File: src/rtl/sud_pkg.sv
package sud_pkg;

  typedef enum logic [1:0] {
    ST_IDLE,
    ST_RUN,
    ST_FIX
  } state_t;

endpackage

File: src/rtl/signed_unsigned_divider_64.sv
// Radix-2 restoring divider, 32-bit or MAX_WIDTH-bit operands, signed or unsigned.
// Input channel: raise start with cmd, want_rem, wide, dividend and divisor;
// the item is taken at a clock edge where start is high and busy is low.
// busy stays high from that edge until the result has been shown.
// Output channel: done is high for exactly one cycle with answer and div_zero.
// The receiver cannot stall; the result must be taken in that cycle.
// The dividend sits in a chain of one-bit cells that shifts one place per cycle
// into the partial remainder; one subtract and compare per cycle sets one
// quotient bit, which enters the chain at its low end.
// Steps: load and take magnitudes, then one iteration per quotient bit (32 or
// MAX_WIDTH of them), then the sign fix-up in ST_FIX and the registered output.
// A zero dividend or divisor skips the iterations and returns a zero answer.
// One item at a time; a new item can start the cycle after done.
// Reset (rst, synchronous) returns the block to idle and drops any item.
module signed_unsigned_divider_64 #(
  parameter int MAX_WIDTH = 64
) (
  input  logic        clk,
  input  logic        rst,
  input  logic        start,
  output logic        busy,
  input  logic        cmd,
  input  logic        want_rem,
  input  logic        wide,
  input  logic [63:0] dividend,
  input  logic [63:0] divisor,
  output logic        done,
  output logic [63:0] answer,
  output logic        div_zero
);
  import sud_pkg::*;

  localparam int MW = MAX_WIDTH;
  localparam int CW = $clog2(MW + 1);

  state_t state, state_next;
  logic [CW-1:0] count;
  logic [MW-1:0] rem;
  logic [MW-1:0] dsr;
  logic [MW-1:0] mask;
  logic          neg_n, neg_d, rem_sel, wide_q, skip, zero_flag;
  logic [MW-1:0] n_in, d_in, sbit;
  logic [MW-1:0] chain;
  logic [MW:0]   carry;
  logic          load, shift;
  logic [MW:0]   trial;
  logic          qbit;
  logic [MW-1:0] q_res, r_res, fix;

  always_comb begin
    if (wide) begin
      mask = '1;
      sbit = {1'b1, {(MW-1){1'b0}}};
    end else begin
      mask = {{(MW-32){1'b0}}, {32{1'b1}}};
      sbit = {{(MW-32){1'b0}}, 1'b1, 31'd0};
    end
    n_in = dividend[MW-1:0] & mask;
    d_in = divisor[MW-1:0] & mask;
  end

  wire n_neg = cmd && ((n_in & sbit) != '0);
  wire d_neg = cmd && ((d_in & sbit) != '0);
  wire [MW-1:0] n_mag = n_neg ? ((~n_in + 1'b1) & mask) : n_in;
  wire [MW-1:0] d_mag = d_neg ? ((~d_in + 1'b1) & mask) : d_in;

  assign load  = start && !busy;
  assign shift = (state == ST_RUN);

  // the top cell of the used width feeds the remainder
  wire top_bit = wide_q ? chain[MW-1] : chain[31];

  assign trial = {rem, top_bit} - {1'b0, dsr};
  assign qbit  = ~trial[MW] | rem[MW-1];
  assign carry[0] = qbit;

  genvar gi;
  generate
    for (gi = 0; gi < MW; gi++) begin : g_cell
      sud_cell u_cell (
        .clk      (clk),
        .load     (load),
        .shift    (shift),
        .load_val (n_mag[gi]),
        .carry_in (carry[gi]),
        .carry_out(carry[gi+1]),
        .bit_out  (chain[gi])
      );
    end
  endgenerate

  always_ff @(posedge clk) begin
    if (rst) begin
      state <= ST_IDLE;
    end else begin
      state <= state_next;
    end
  end

  always_ff @(posedge clk) begin
    if (load) begin
      rem       <= '0;
      dsr       <= d_mag;
      neg_n     <= n_neg;
      neg_d     <= d_neg;
      rem_sel   <= want_rem;
      wide_q    <= wide;
      skip      <= (n_in == '0) || (d_in == '0);
      zero_flag <= (n_in != '0) && (d_in == '0);
      count     <= wide ? CW'(MW) : CW'(32);
    end else if (shift) begin
      rem   <= qbit ? trial[MW-1:0] : {rem[MW-2:0], top_bit};
      count <= count - 1'b1;
    end
  end

  always_comb begin
    state_next = state;
    unique case (state)
      ST_IDLE: if (start && !done) state_next = ST_RUN;
      ST_RUN:  if (skip || count == CW'(1)) state_next = ST_FIX;
      ST_FIX:  state_next = ST_IDLE;
      default: state_next = ST_IDLE;
    endcase
  end

  always_comb begin
    q_res = wide_q ? chain : (chain & {{(MW-32){1'b0}}, {32{1'b1}}});
    r_res = rem;
    if (rem_sel) begin
      fix = neg_n ? (~r_res + 1'b1) : r_res;
    end else begin
      fix = (neg_n != neg_d) ? (~q_res + 1'b1) : q_res;
    end
    if (!wide_q) begin
      fix = fix & {{(MW-32){1'b0}}, {32{1'b1}}};
    end
    if (skip) begin
      fix = '0;
    end
  end

  always_ff @(posedge clk) begin
    if (state == ST_FIX) begin
      answer   <= 64'(fix);
      div_zero <= zero_flag;
    end
  end

  always_ff @(posedge clk) begin
    if (rst) begin
      done <= 1'b0;
    end else begin
      done <= (state == ST_FIX);
    end
  end

  assign busy = (state != ST_IDLE) || done;
endmodule

File: src/rtl/sud_cell.sv
module sud_cell (
  input  logic         clk,
  input  logic         load,
  input  logic         shift,
  input  logic         load_val,
  input  logic         carry_in,
  output logic         carry_out,
  output logic         bit_out
);
  logic bit_q;

  always_ff @(posedge clk) begin
    if (load) begin
      bit_q <= load_val;
    end else if (shift) begin
      bit_q <= carry_in;
    end
  end

  assign bit_out   = bit_q;
  assign carry_out = bit_q;
endmodule

File: config.mk
export PLATFORM = sky130hd
export DESIGN_NAME = signed_unsigned_divider_64
export DESIGN_NICKNAME = d
export VERILOG_FILES = /design/src/rtl/sud_pkg.sv /design/src/rtl/signed_unsigned_divider_64.sv /design/src/rtl/sud_cell.sv
export SDC_FILE = /design/constraint.sdc
export NUM_CORES = 1
export LEC_CHECK = 0
export BUFFER_PORTS_ARGS = -buffer_cell sky130_fd_sc_hd__clkbuf_2
export CAP_MARGIN = 10
export CORE_ASPECT_RATIO = 0.6
export CORE_MARGIN = 2
export CORE_UTILIZATION = 28
export DETAILED_ROUTE_END_ITERATION = 12
export PLACE_DENSITY = 0.56
export SKIP_CTS_REPAIR_TIMING = 1
export SLEW_MARGIN = 25
export SYNTH_ARGS = -nofsm -noshare
export SYNTH_HDL_FRONTEND = slang
export SYNTH_HIERARCHICAL = 1
export SYNTH_SLANG_ARGS = --single-unit
File: constraint.sdc
create_clock -name clk -period 7.1 [get_ports clk]
set_clock_uncertainty 0.1 [all_clocks]
set_input_delay 0.355 -clock clk [delete_from_list [all_inputs] [get_ports clk]]
set_output_delay 0.355 -clock clk [all_outputs]
set_load 0.01 [all_outputs]
==> After elaboration in Yosys (flattened, before gate mapping) <==
Index checks and enable logic that the tools add are counted.
{ "op_classes": {"n_bitwise": 13, "n_eq_ne": 6, "muxes": 144, "add_sub_neg": 6, "reduce_logical": 20} }
{ "ops": {"columns": ["cell", "count"], "rows": [
  ["64-bit 2-to-1 mux", 9],
  ["64-bit bitwise AND", 6],
  ["64-bit by 1-bit adder with 64-bit output (second input constant)", 4],
  ["64-bit inverter", 4],
  ["64-bit nonzero test", 3],
  ["1-bit 2-to-1 mux", 129],
  ["64-bit logical NOT", 2],
  ["65-bit by 64-bit subtractor with 65-bit output", 1],
  ["7-bit 2-to-1 mux", 3],
  ["7-bit by 1-bit == test with 1-bit output (second input constant)", 1],
  ["7-bit by 1-bit subtractor with 7-bit output (second input constant)", 1],
  ["1-bit logical AND", 5],
  ["2-bit 2-to-1 mux", 2],
  ["2-bit inequality test (second input constant)", 2],
  ["2-bit case mux with 2 select lines", 1],
  ["2-bit nonzero test", 2],
  ["1-bit logical OR", 3],
  ["2-bit by 1-bit == test with 1-bit output (second input constant)", 1],
  ["2-bit == test (second input constant)", 1],
  ["1-bit logical NOT", 2],
  ["2-bit logical NOT", 1],
  ["1-bit inverter", 2],
  ["2-bit AND reduction", 1],
  ["2-bit OR reduction", 1],
  ["other kinds (2)", 2]
]} }
{ "totals": {"output_inout_bits": 67, "reg_bits": 273, "elab_cells": 267, "in_bits": 134} }

==> Logic depth before layout (Yosys ltp) <==
Gate-level depths: netlist of the first run.
{ "logic_depth": {"ltp_word": 7, "depth_mapped": 21, "depth_no_buf": 15} }

==> By module <==
The synthesis of the first run kept the hierarchy.
{ "by_module_without_submodules": {"columns": ["module", "seq_area_each_um2", "cells_per_inst", "instances", "area_per_inst_um2"], "rows": [
  ["signed_unsigned_divider_64", 5605.4, 2261, 1, 18265.0],
  ["sud_cell", 30.0, 4, 64, 58.8]
]} }

==> Least setup slack after synthesis of the first run <==
OpenSTA, ideal clock, no wires.
{ "synth_timing": {"path_kind": "register -> register", "startpoint": "register done", "endpoint": "register count[0], enable pin", "arrival_ps": 6025, "setup_ps": 280, "t_required_ps": 6720, "path_stages_with_launch": 8, "n_path_buf": 2, "setup_slack_ps": 695, "period_less_slack_ps": 6405, "cell_sequence": "dfxtp_1 > nor3_1 > nand2_1 > clkinv_1 > nor2_1 > clkbuf_1 > clkbuf_1 > inv_1"} }
{ "synth_via": {"elab_chain_cells": 4} }
{ "synth_rtl": {"columns": ["element", "line", "source"], "rows": [
  ["start: declaration", "signed_unsigned_divider_64.sv:27", "output logic done,"],
  ["start signal: assignment", "signed_unsigned_divider_64.sv:154", "done <= (state == ST_FIX);"],
  ["1-bit logical OR", "signed_unsigned_divider_64.sv:158", "assign busy = (state != ST_IDLE) || done;"],
  ["1-bit logical NOT", "signed_unsigned_divider_64.sv:67", "assign load = start && !busy;"],
  ["1-bit logical AND", "signed_unsigned_divider_64.sv:67", null],
  ["via load", "signed_unsigned_divider_64.sv:45", "logic load, shift;"],
  ["2-bit nonzero test (no source line)", null, null],
  ["end signal: assignment", "signed_unsigned_divider_64.sv:110", "count <= wide ? CW'(MW) : CW'(32);"],
  ["end signal: assignment", "signed_unsigned_divider_64.sv:113", "count <= count - 1'b1;"],
  ["end: declaration", "signed_unsigned_divider_64.sv:37", "logic [CW-1:0] count;"]
]} }
The timed path passes the listed nets, and every way through them passes these cells.
A chain may end at the register's enable or synchronous reset.

==> Final worst setup path of the first run <==
{ "layout_timing": {"startpoint": "register wide_q", "endpoint": "register rem[49] (netlist: r_res[49])"} }
{ "layout_via": {"elab_chain_cells": 5} }
{ "layout_rtl": {"columns": ["element", "line", "source"], "rows": [
  ["start: declaration", "signed_unsigned_divider_64.sv:41", "logic neg_n, neg_d, rem_sel, wide_q, skip, zero_flag;"],
  ["start signal: assignment", "signed_unsigned_divider_64.sv:107", "wide_q <= wide;"],
  ["1-bit 2-to-1 mux", "signed_unsigned_divider_64.sv:71", "wire top_bit = wide_q ? chain[MW-1] : chain[31];"],
  ["65-bit by 64-bit subtractor with 65-bit output", "signed_unsigned_divider_64.sv:73", "assign trial = {rem, top_bit} - {1'b0, dsr};"],
  ["1-bit inverter", "signed_unsigned_divider_64.sv:74", "assign qbit = ~trial[MW] | rem[MW-1];"],
  ["1-bit OR", "signed_unsigned_divider_64.sv:74", null],
  ["via carry[0]", "signed_unsigned_divider_64.sv:44", "logic [MW:0] carry;"],
  ["64-bit 2-to-1 mux", "signed_unsigned_divider_64.sv:112", "rem <= qbit ? trial[MW-1:0] : {rem[MW-2:0], top_bit};"],
  ["end signal: assignment", "signed_unsigned_divider_64.sv:112", null],
  ["end: declaration", "signed_unsigned_divider_64.sv:38", "logic [MW-1:0] rem;"]
]} }
The timed path passes the listed nets, and every way through them passes these cells.

==> reports/results.txt, run 1 <==
number of max-slew violations in the final report -> 0
Rel. slew slack -> 34.1%
global routing usage summed across all routing layers -> 16.6%
antenna violations before repair -> 6
# rows -> 79
pin count of the biggest net entering global routing -> 99
Max Clock Freq -> 197 MHz
post-route DRC violation count -> 0
power per cell area -> 207 mW/mm^2
overflow left after global routing -> 0
share of cells above drive strength 1 -> 17.0%
maximum fanout along the worst path -> 56
final layout net count -> 2794
final count of negative-setup-slack endpoints -> 0
die outline height -> 221 microns
Data required, critical path -> 7.50 ns
overall via count from detail_route -> 19100
# IOs -> 201
kind of launch point of the worst setup path -> flop
core area -> 0.0777 sq mm
worst supply voltage drop on vdd -> 0.165 mV
setup repair after global routing missed its margin -> no
Max H-tree Level -> 1
type of destination of the critical path -> flop
Synth Net Count -> 2721
vias in the first global route -> 17300
R2R cell count -> 16
minimum period implied by the final worst setup slack -> 5.09 ns
part of the cycle the worst path needs -> 71.6%
total wire length -> 70000 microns
first-pass GRT wire length -> 107000 microns
antenna-violating nets left -> 0
routed length per instance -> 19.1 microns
estimated wirelength of the detail-placed design -> 54300 microns
width of the die -> 366 microns
Warnings, synthesis -> 6
leak pwr -> 9.53 nW
Area growth syn-to-layout -> 12.1%
average vias per placed instance -> 5.21
antenna diode count -> 0
arrival time of data at the critical path endpoint -> 5.48 ns
Post-Route Hold Slack -> 0.00861 ns
cell area after synthesis -> 0.0220 sq mm
final hold vios -> 0
class of the most critical setup path -> flop to flop
number of buffer cells added on primary ports -> 200
average size of a mapped cell -> 8.75 sq um
Max Buffers Root-to-Sink -> 3
cell count after synthesis -> 2516
classification of the worst-slack hold path -> primary input to flop
number of max-capacitance violations reported -> 0
TritonCTS clock tree -> yes
commonest cells after routing, fill and taps aside -> sky130_fd_sc_hd__nor2_1 (220), sky130_fd_sc_hd__edfxtp_1 (206), sky130_fd_sc_hd__clkbuf_2 (200), sky130_fd_sc_hd__a21oi_1 (188), sky130_fd_sc_hd__nand2_1 (161)
iteration count of the initial detailed-routing pass -> 5
drt initial violations -> 1946
Clock Root Buffer -> sky130_fd_sc_hd__clkbuf_16
register clock-pin slew on the reported worst setup and hold paths -> 0.07 ns
effective utilization at floorplan -> 28.3%
Inserted Clock Buffers -> 28
clock latency at the later pin of the worst-skew pair -> 0.58 ns
status -> complete, no violations
commonest non-fill, non-tap cell in the layout -> sky130_fd_sc_hd__nor2_1
full die area -> 0.0810 sq mm
gp weighted congestion -> 0.892
Worst Tran Pin Value -> 0.989 ns
Final TNS setup -> 0 ns
clock sinks -> 273
hold path cells -> 2
==> sequential cells by signal, summed over array words and instances, names as in the netlist <==
name,count
zero_flag,1
done,1
skip,1
answer,64
state,2
rem_sel,1
neg_n,1
wide_q,1
dsr,64
count,7
div_zero,1
g_cell.u_cell/bit_out,64
r_res,64
neg_d,1
==> worst max-delay path: stages, from the launching register on <==
cell and delay (ns):
sky130_fd_sc_hd__edfxtp_1 0.32, sky130_fd_sc_hd__buf_4 0.43, sky130_fd_sc_hd__nand2_1 0.18, sky130_fd_sc_hd__o21a_1 0.25
sky130_fd_sc_hd__ha_1 0.25, sky130_fd_sc_hd__fa_1 0.39, sky130_fd_sc_hd__nand2b_1 0.18, sky130_fd_sc_hd__a21o_1 0.18
sky130_fd_sc_hd__a31o_1 0.21, sky130_fd_sc_hd__a21o_1 0.21, sky130_fd_sc_hd__a31oi_2 0.34, sky130_fd_sc_hd__a31oi_1 0.23
sky130_fd_sc_hd__o31ai_2 0.47, sky130_fd_sc_hd__a31oi_4 0.35, sky130_fd_sc_hd__inv_2 0.19, sky130_fd_sc_hd__nand2_1 0.39
sky130_fd_sc_hd__o21ai_0 0.32
==> through the flow <==
step | area, sq um | power (mW) | std cells | utilization (%) | setup slack, ns
floorplan | 22000 | 3.16 | 2516 | - | 0.695
global placement | 23600 | 3.45 | 3605 | 30.4 | 2.21
detailed placement | 23600 | 3.45 | 3605 | 30.4 | 2.04
CTS | 24600 | 5.12 | 3657 | 31.7 | 2.00
global route | 24700 | 5.36 | 3664 | 31.8 | 1.62
finish | 24700 | 5.11 | 3664 | 31.8 | 2.01
==> layer usage <==
| metal | up-vias | routed length (microns) | track usage, % |
|---|---|---|---|
| met4 | 0 | 556 | 1.43 |
| met3 | 39 | 5900 | 4.38 |
| met1 | 9142 | 35100 | 25.9 |
| met2 | 636 | 28400 | 23.3 |
| met5 | - | 0 | 0 |
| li1 | 9262 | - | - |
==> cell type report <==
class	instances	area [sq um]
repair buffers	229	1250
well taps	1053	1320
flip-flops and latches	273	7530
inverters	105	402
fillers	8304	53000
clock inverters	15	230
clock buffers	37	756
multi-input cells	1952	13200
==> final timing paths <==
check / startpoint / to / slack, ns
worst max register to register: wide_q / r_res[49] / 2.01
worst max-delay path: wide_q / r_res[49] / 2.01
worst min-delay path: divisor[16] / dsr[16] / 0.009
worst min register to register: zero_flag / div_zero / 0.35
==> report_power, final <==
part	switching [mW]	internal, mW
clock network	0.693	0.968
logic	0.818	0.588
registers	0.149	1.89
(Power assumes the default switching activity.)
==> run 2, diff against run 1 <==
clock period = 5.2 ns   (was 7.1 ns; I/O delays follow)
==> reports/results.txt, run 2 (same netlist as run 1, synthesis figures left out) <==
number of buffers and inverters on the critical path -> 2 (unchanged)
final count of negative-setup-slack endpoints -> 0 (unchanged)
total wire length -> 70100 microns (was 70000 microns)
minimum period implied by the final worst setup slack -> 4.59 ns (was 5.09 ns)
Inserted Clock Buffers -> 28 (unchanged)
leak pwr -> 9.64 nW (was 9.53 nW)
global routing usage summed across all routing layers -> 16.5% (was 16.6%)
Rel. slew slack -> 33.7% (was 34.1%)
final hold vios -> 3 (was 0)
iteration count of the initial detailed-routing pass -> 5 (unchanged)
pin count of the biggest net entering global routing -> 117 (was 99)
# rows -> 79 (unchanged)
overall via count from detail_route -> 19300 (was 19100)
full die area -> 0.0810 sq mm (unchanged)
first-pass GRT wire length -> 106000 microns (was 107000 microns)
classification of the worst-slack hold path -> primary input to flop (unchanged)
routed length per instance -> 19.0 microns (was 19.1 microns)
maximum fanout along the worst path -> 18 (was 56)
register clock-pin slew on the reported worst setup and hold paths -> 0.07 ns (about the same)
Data required, critical path -> 5.61 ns (was 7.50 ns)
number of inserted filler cells in the final layout -> 8203 (was 8304)
share of cells above drive strength 1 -> 17.0% (about the same)
total placed cells including tap cells -> 3609 (was 3605)
width of the die -> 366 microns (unchanged)
clock latency at the later pin of the worst-skew pair -> 0.60 ns (was 0.58 ns)
net switching fraction of the power -> 33.3% (was 32.5%)
clock sinks -> 273 (unchanged)
final layout net count -> 2824 (was 2794)
chain of cells forming the critical path -> inv_1, o21a_1, ha_1, fa_1, nand2b_1, a21o_1, a31o_1, a21o_1, a31oi_2, a31oi_1, o31ai_2, a31oi_4, inv_2, nand2_1, o21ai_0 (was buf_4, nand2_1, o21a_1, ha_1, fa_1, nand2b_1, a21o_1, a31o_1, a21o_1, a31oi_2, a31oi_1, o31ai_2, a31oi_4, inv_2, nand2_1, o21ai_0)
Final TNS setup -> 0 ns (unchanged)
violations in the final reports -> hold timing
worst stage delay on the critical path -> 0.51 ns (was 0.47 ns)
commonest cells after routing, fill and taps aside -> sky130_fd_sc_hd__nor2_1 (220), sky130_fd_sc_hd__edfxtp_1 (206), sky130_fd_sc_hd__clkbuf_2 (200), sky130_fd_sc_hd__a21oi_1 (188), sky130_fd_sc_hd__nand2_1 (161) (unchanged)
drt initial violations -> 1955 (was 1946)
gp weighted congestion -> 0.889 (was 0.892)
die outline height -> 221 microns (unchanged)
status -> finished with violations (was complete, no violations)
# IOs -> 201 (unchanged)
TritonCTS clock tree -> yes (unchanged)
estimated wirelength of the detail-placed design -> 53800 microns (was 54300 microns)
overflow left after global routing -> 0 (unchanged)
Sequential Power Share -> 40.5% (was 40.0%)
number of buffer cells added on primary ports -> 200 (unchanged)
cell occurring most often along the worst timing path -> sky130_fd_sc_hd__a21o_1
number of max-capacitance violations reported -> 0 (unchanged)
antenna-violating nets left -> 0 (unchanged)
setup slack on the worst flop-to-flop path -> 0.61 ns (was 2.01 ns)
power per cell area -> 275 mW/mm^2 (was 207 mW/mm^2)
share of power burned in combinational logic -> 28.3% (was 27.5%)
post-route DRC violation count -> 0 (unchanged)
Max Buffers Root-to-Sink -> 3 (unchanged)
antenna violations before repair -> 6 (unchanged)
Post-Route Hold Slack -> -0.0113 ns (was 0.00861 ns)
setup repair after global routing missed its margin -> no (unchanged)
part of the cycle the worst path needs -> 88.3% (was 71.6%)
vias in the first global route -> 17300 (about the same)
effective utilization at floorplan -> 28.3% (unchanged)
Max H-tree Level -> 1 (unchanged)
Max Clock Freq -> 218 MHz (was 197 MHz)
share of power burned in the clock network -> 31.1% (was 32.5%)
Area growth syn-to-layout -> 13.3% (was 12.1%)
Clock Root Buffer -> sky130_fd_sc_hd__clkbuf_16 (unchanged)
type of destination of the critical path -> flop (unchanged)
class of the most critical setup path -> flop to flop (unchanged)
gate family responsible for the most delay along the worst path -> compound AO/OA/AOI/OAI gates (unchanged)
worst supply voltage drop on vdd -> 0.233 mV (was 0.165 mV)
core area -> 0.0777 sq mm (unchanged)
library cell contributing the largest single delay on the critical path -> sky130_fd_sc_hd__o31ai_2 (unchanged)
internal cell power -> 4.58 mW (was 3.45 mW)
commonest non-fill, non-tap cell in the layout -> sky130_fd_sc_hd__nor2_1 (unchanged)
number of non-filler instances in the completed layout -> 3692 (was 3664)
number of max-slew violations in the final report -> 0 (unchanged)
antenna diode count -> 0 (unchanged)
switching power -> 2.29 mW (was 1.66 mW)
average vias per placed instance -> 5.23 (was 5.21)
kind of launch point of the worst setup path -> flop (unchanged)
Worst Tran Pin Value -> 0.990 ns (was 0.989 ns)
arrival time of data at the critical path endpoint -> 5.00 ns (was 5.48 ns)
==> run 2: cell count changes in the layout (fill, tap and decap cells not counted), moves of 2 or more <==
| cell | before | now |
|---|---|---|
| sky130_fd_sc_hd__buf_12 | 1 | 4 |
| sky130_fd_sc_hd__clkinv_2 | 2 | 4 |
| sky130_fd_sc_hd__bufinv_16 | 6 | 3 |
| sky130_fd_sc_hd__dlygate4sd3_1 | 7 | 33 |
| sky130_fd_sc_hd__clkbuf_1 | 8 | 4 |
| sky130_fd_sc_hd__inv_6 | 1 | 3 |
| sky130_fd_sc_hd__clkinv_4 | 1 | 3 |
==> run 2: cell type report <==
type	count	area, sq um	area share, %
multi-input combinational	1952	13200	52.9
sequential	273	7530	30.2
timing repair buffer	259	1580	6.32
tap	1053	1320	5.28
clock buffer	33	741	2.97
inverter	105	402	1.61
clock inverter	17	181	0.727
==> run 2: path summary, 6_finish.rpt <==
| kind | from | end | cells past startpoint |
|---|---|---|---|
| max | g_cell[31].u_cell/bit_out | r_res[51] | 15 |
| min | divisor[17] | dsr[17] | 3 |
| max reg2reg | g_cell[31].u_cell/bit_out | r_res[51] | 15 |
| min reg2reg | zero_flag | div_zero | 0 |
==> run 2: worst reg2reg max path, delay by kind of cell (launching register included) <==
kind / cells / cell delay [ns]
compound gates: 9 / 2.55
simple gates: 2 / 0.57
flops: 1 / 0.37
fa+ha+maj: 2 / 0.67
buf+inv: 2 / 0.26
==> run 2: per-layer routing <==
layer | part of all wire (%) | vias up | track usage (%) | wire length, microns
met3 | 7.8 | 34 | 3.63 | 5470
met4 | 0.88 | 2 | 1.67 | 616
met2 | 41 | 645 | 23.4 | 28900
met1 | 50 | 9320 | 25.9 | 35100
met5 | 0.016 | - | 0 | 11
li1 | - | 9316 | - | -
==> run 2: per-stage QoR <==
| step | area [sq um] | power, mW | setup slack (ns) | hold slack [ns] | util (%) |
|---|---|---|---|---|---|
| final | 24900 | 6.87 | 0.610 | -0.0113 | 32.1 |
| after global routing | 24900 | 7.21 | 0.313 | 0.00126 | 32.1 |
| after CTS | 24600 | 6.87 | 0.663 | -0.252 | 31.7 |
| after detailed placement | 23700 | 4.72 | 0.701 | 0.313 | 30.5 |
| after global placement | 23700 | 4.71 | 0.814 | 0.317 | 30.5 |
| after floorplan | 22000 | 4.28 | 0.516 | 0.232 | - |
==> run 2: power groups by stage <==
stage | sequential, mW | clock, mW | combinational (mW)
3_3_place_gp | 2.83 | 0 | 1.88
5_1_grt | 2.81 | 2.27 | 2.13
2_1_floorplan | 2.75 | 0 | 1.52
3_5_place_dp | 2.83 | 0 | 1.89
6_report | 2.78 | 2.14 | 1.94
4_1_cts | 2.78 | 2.19 | 1.90
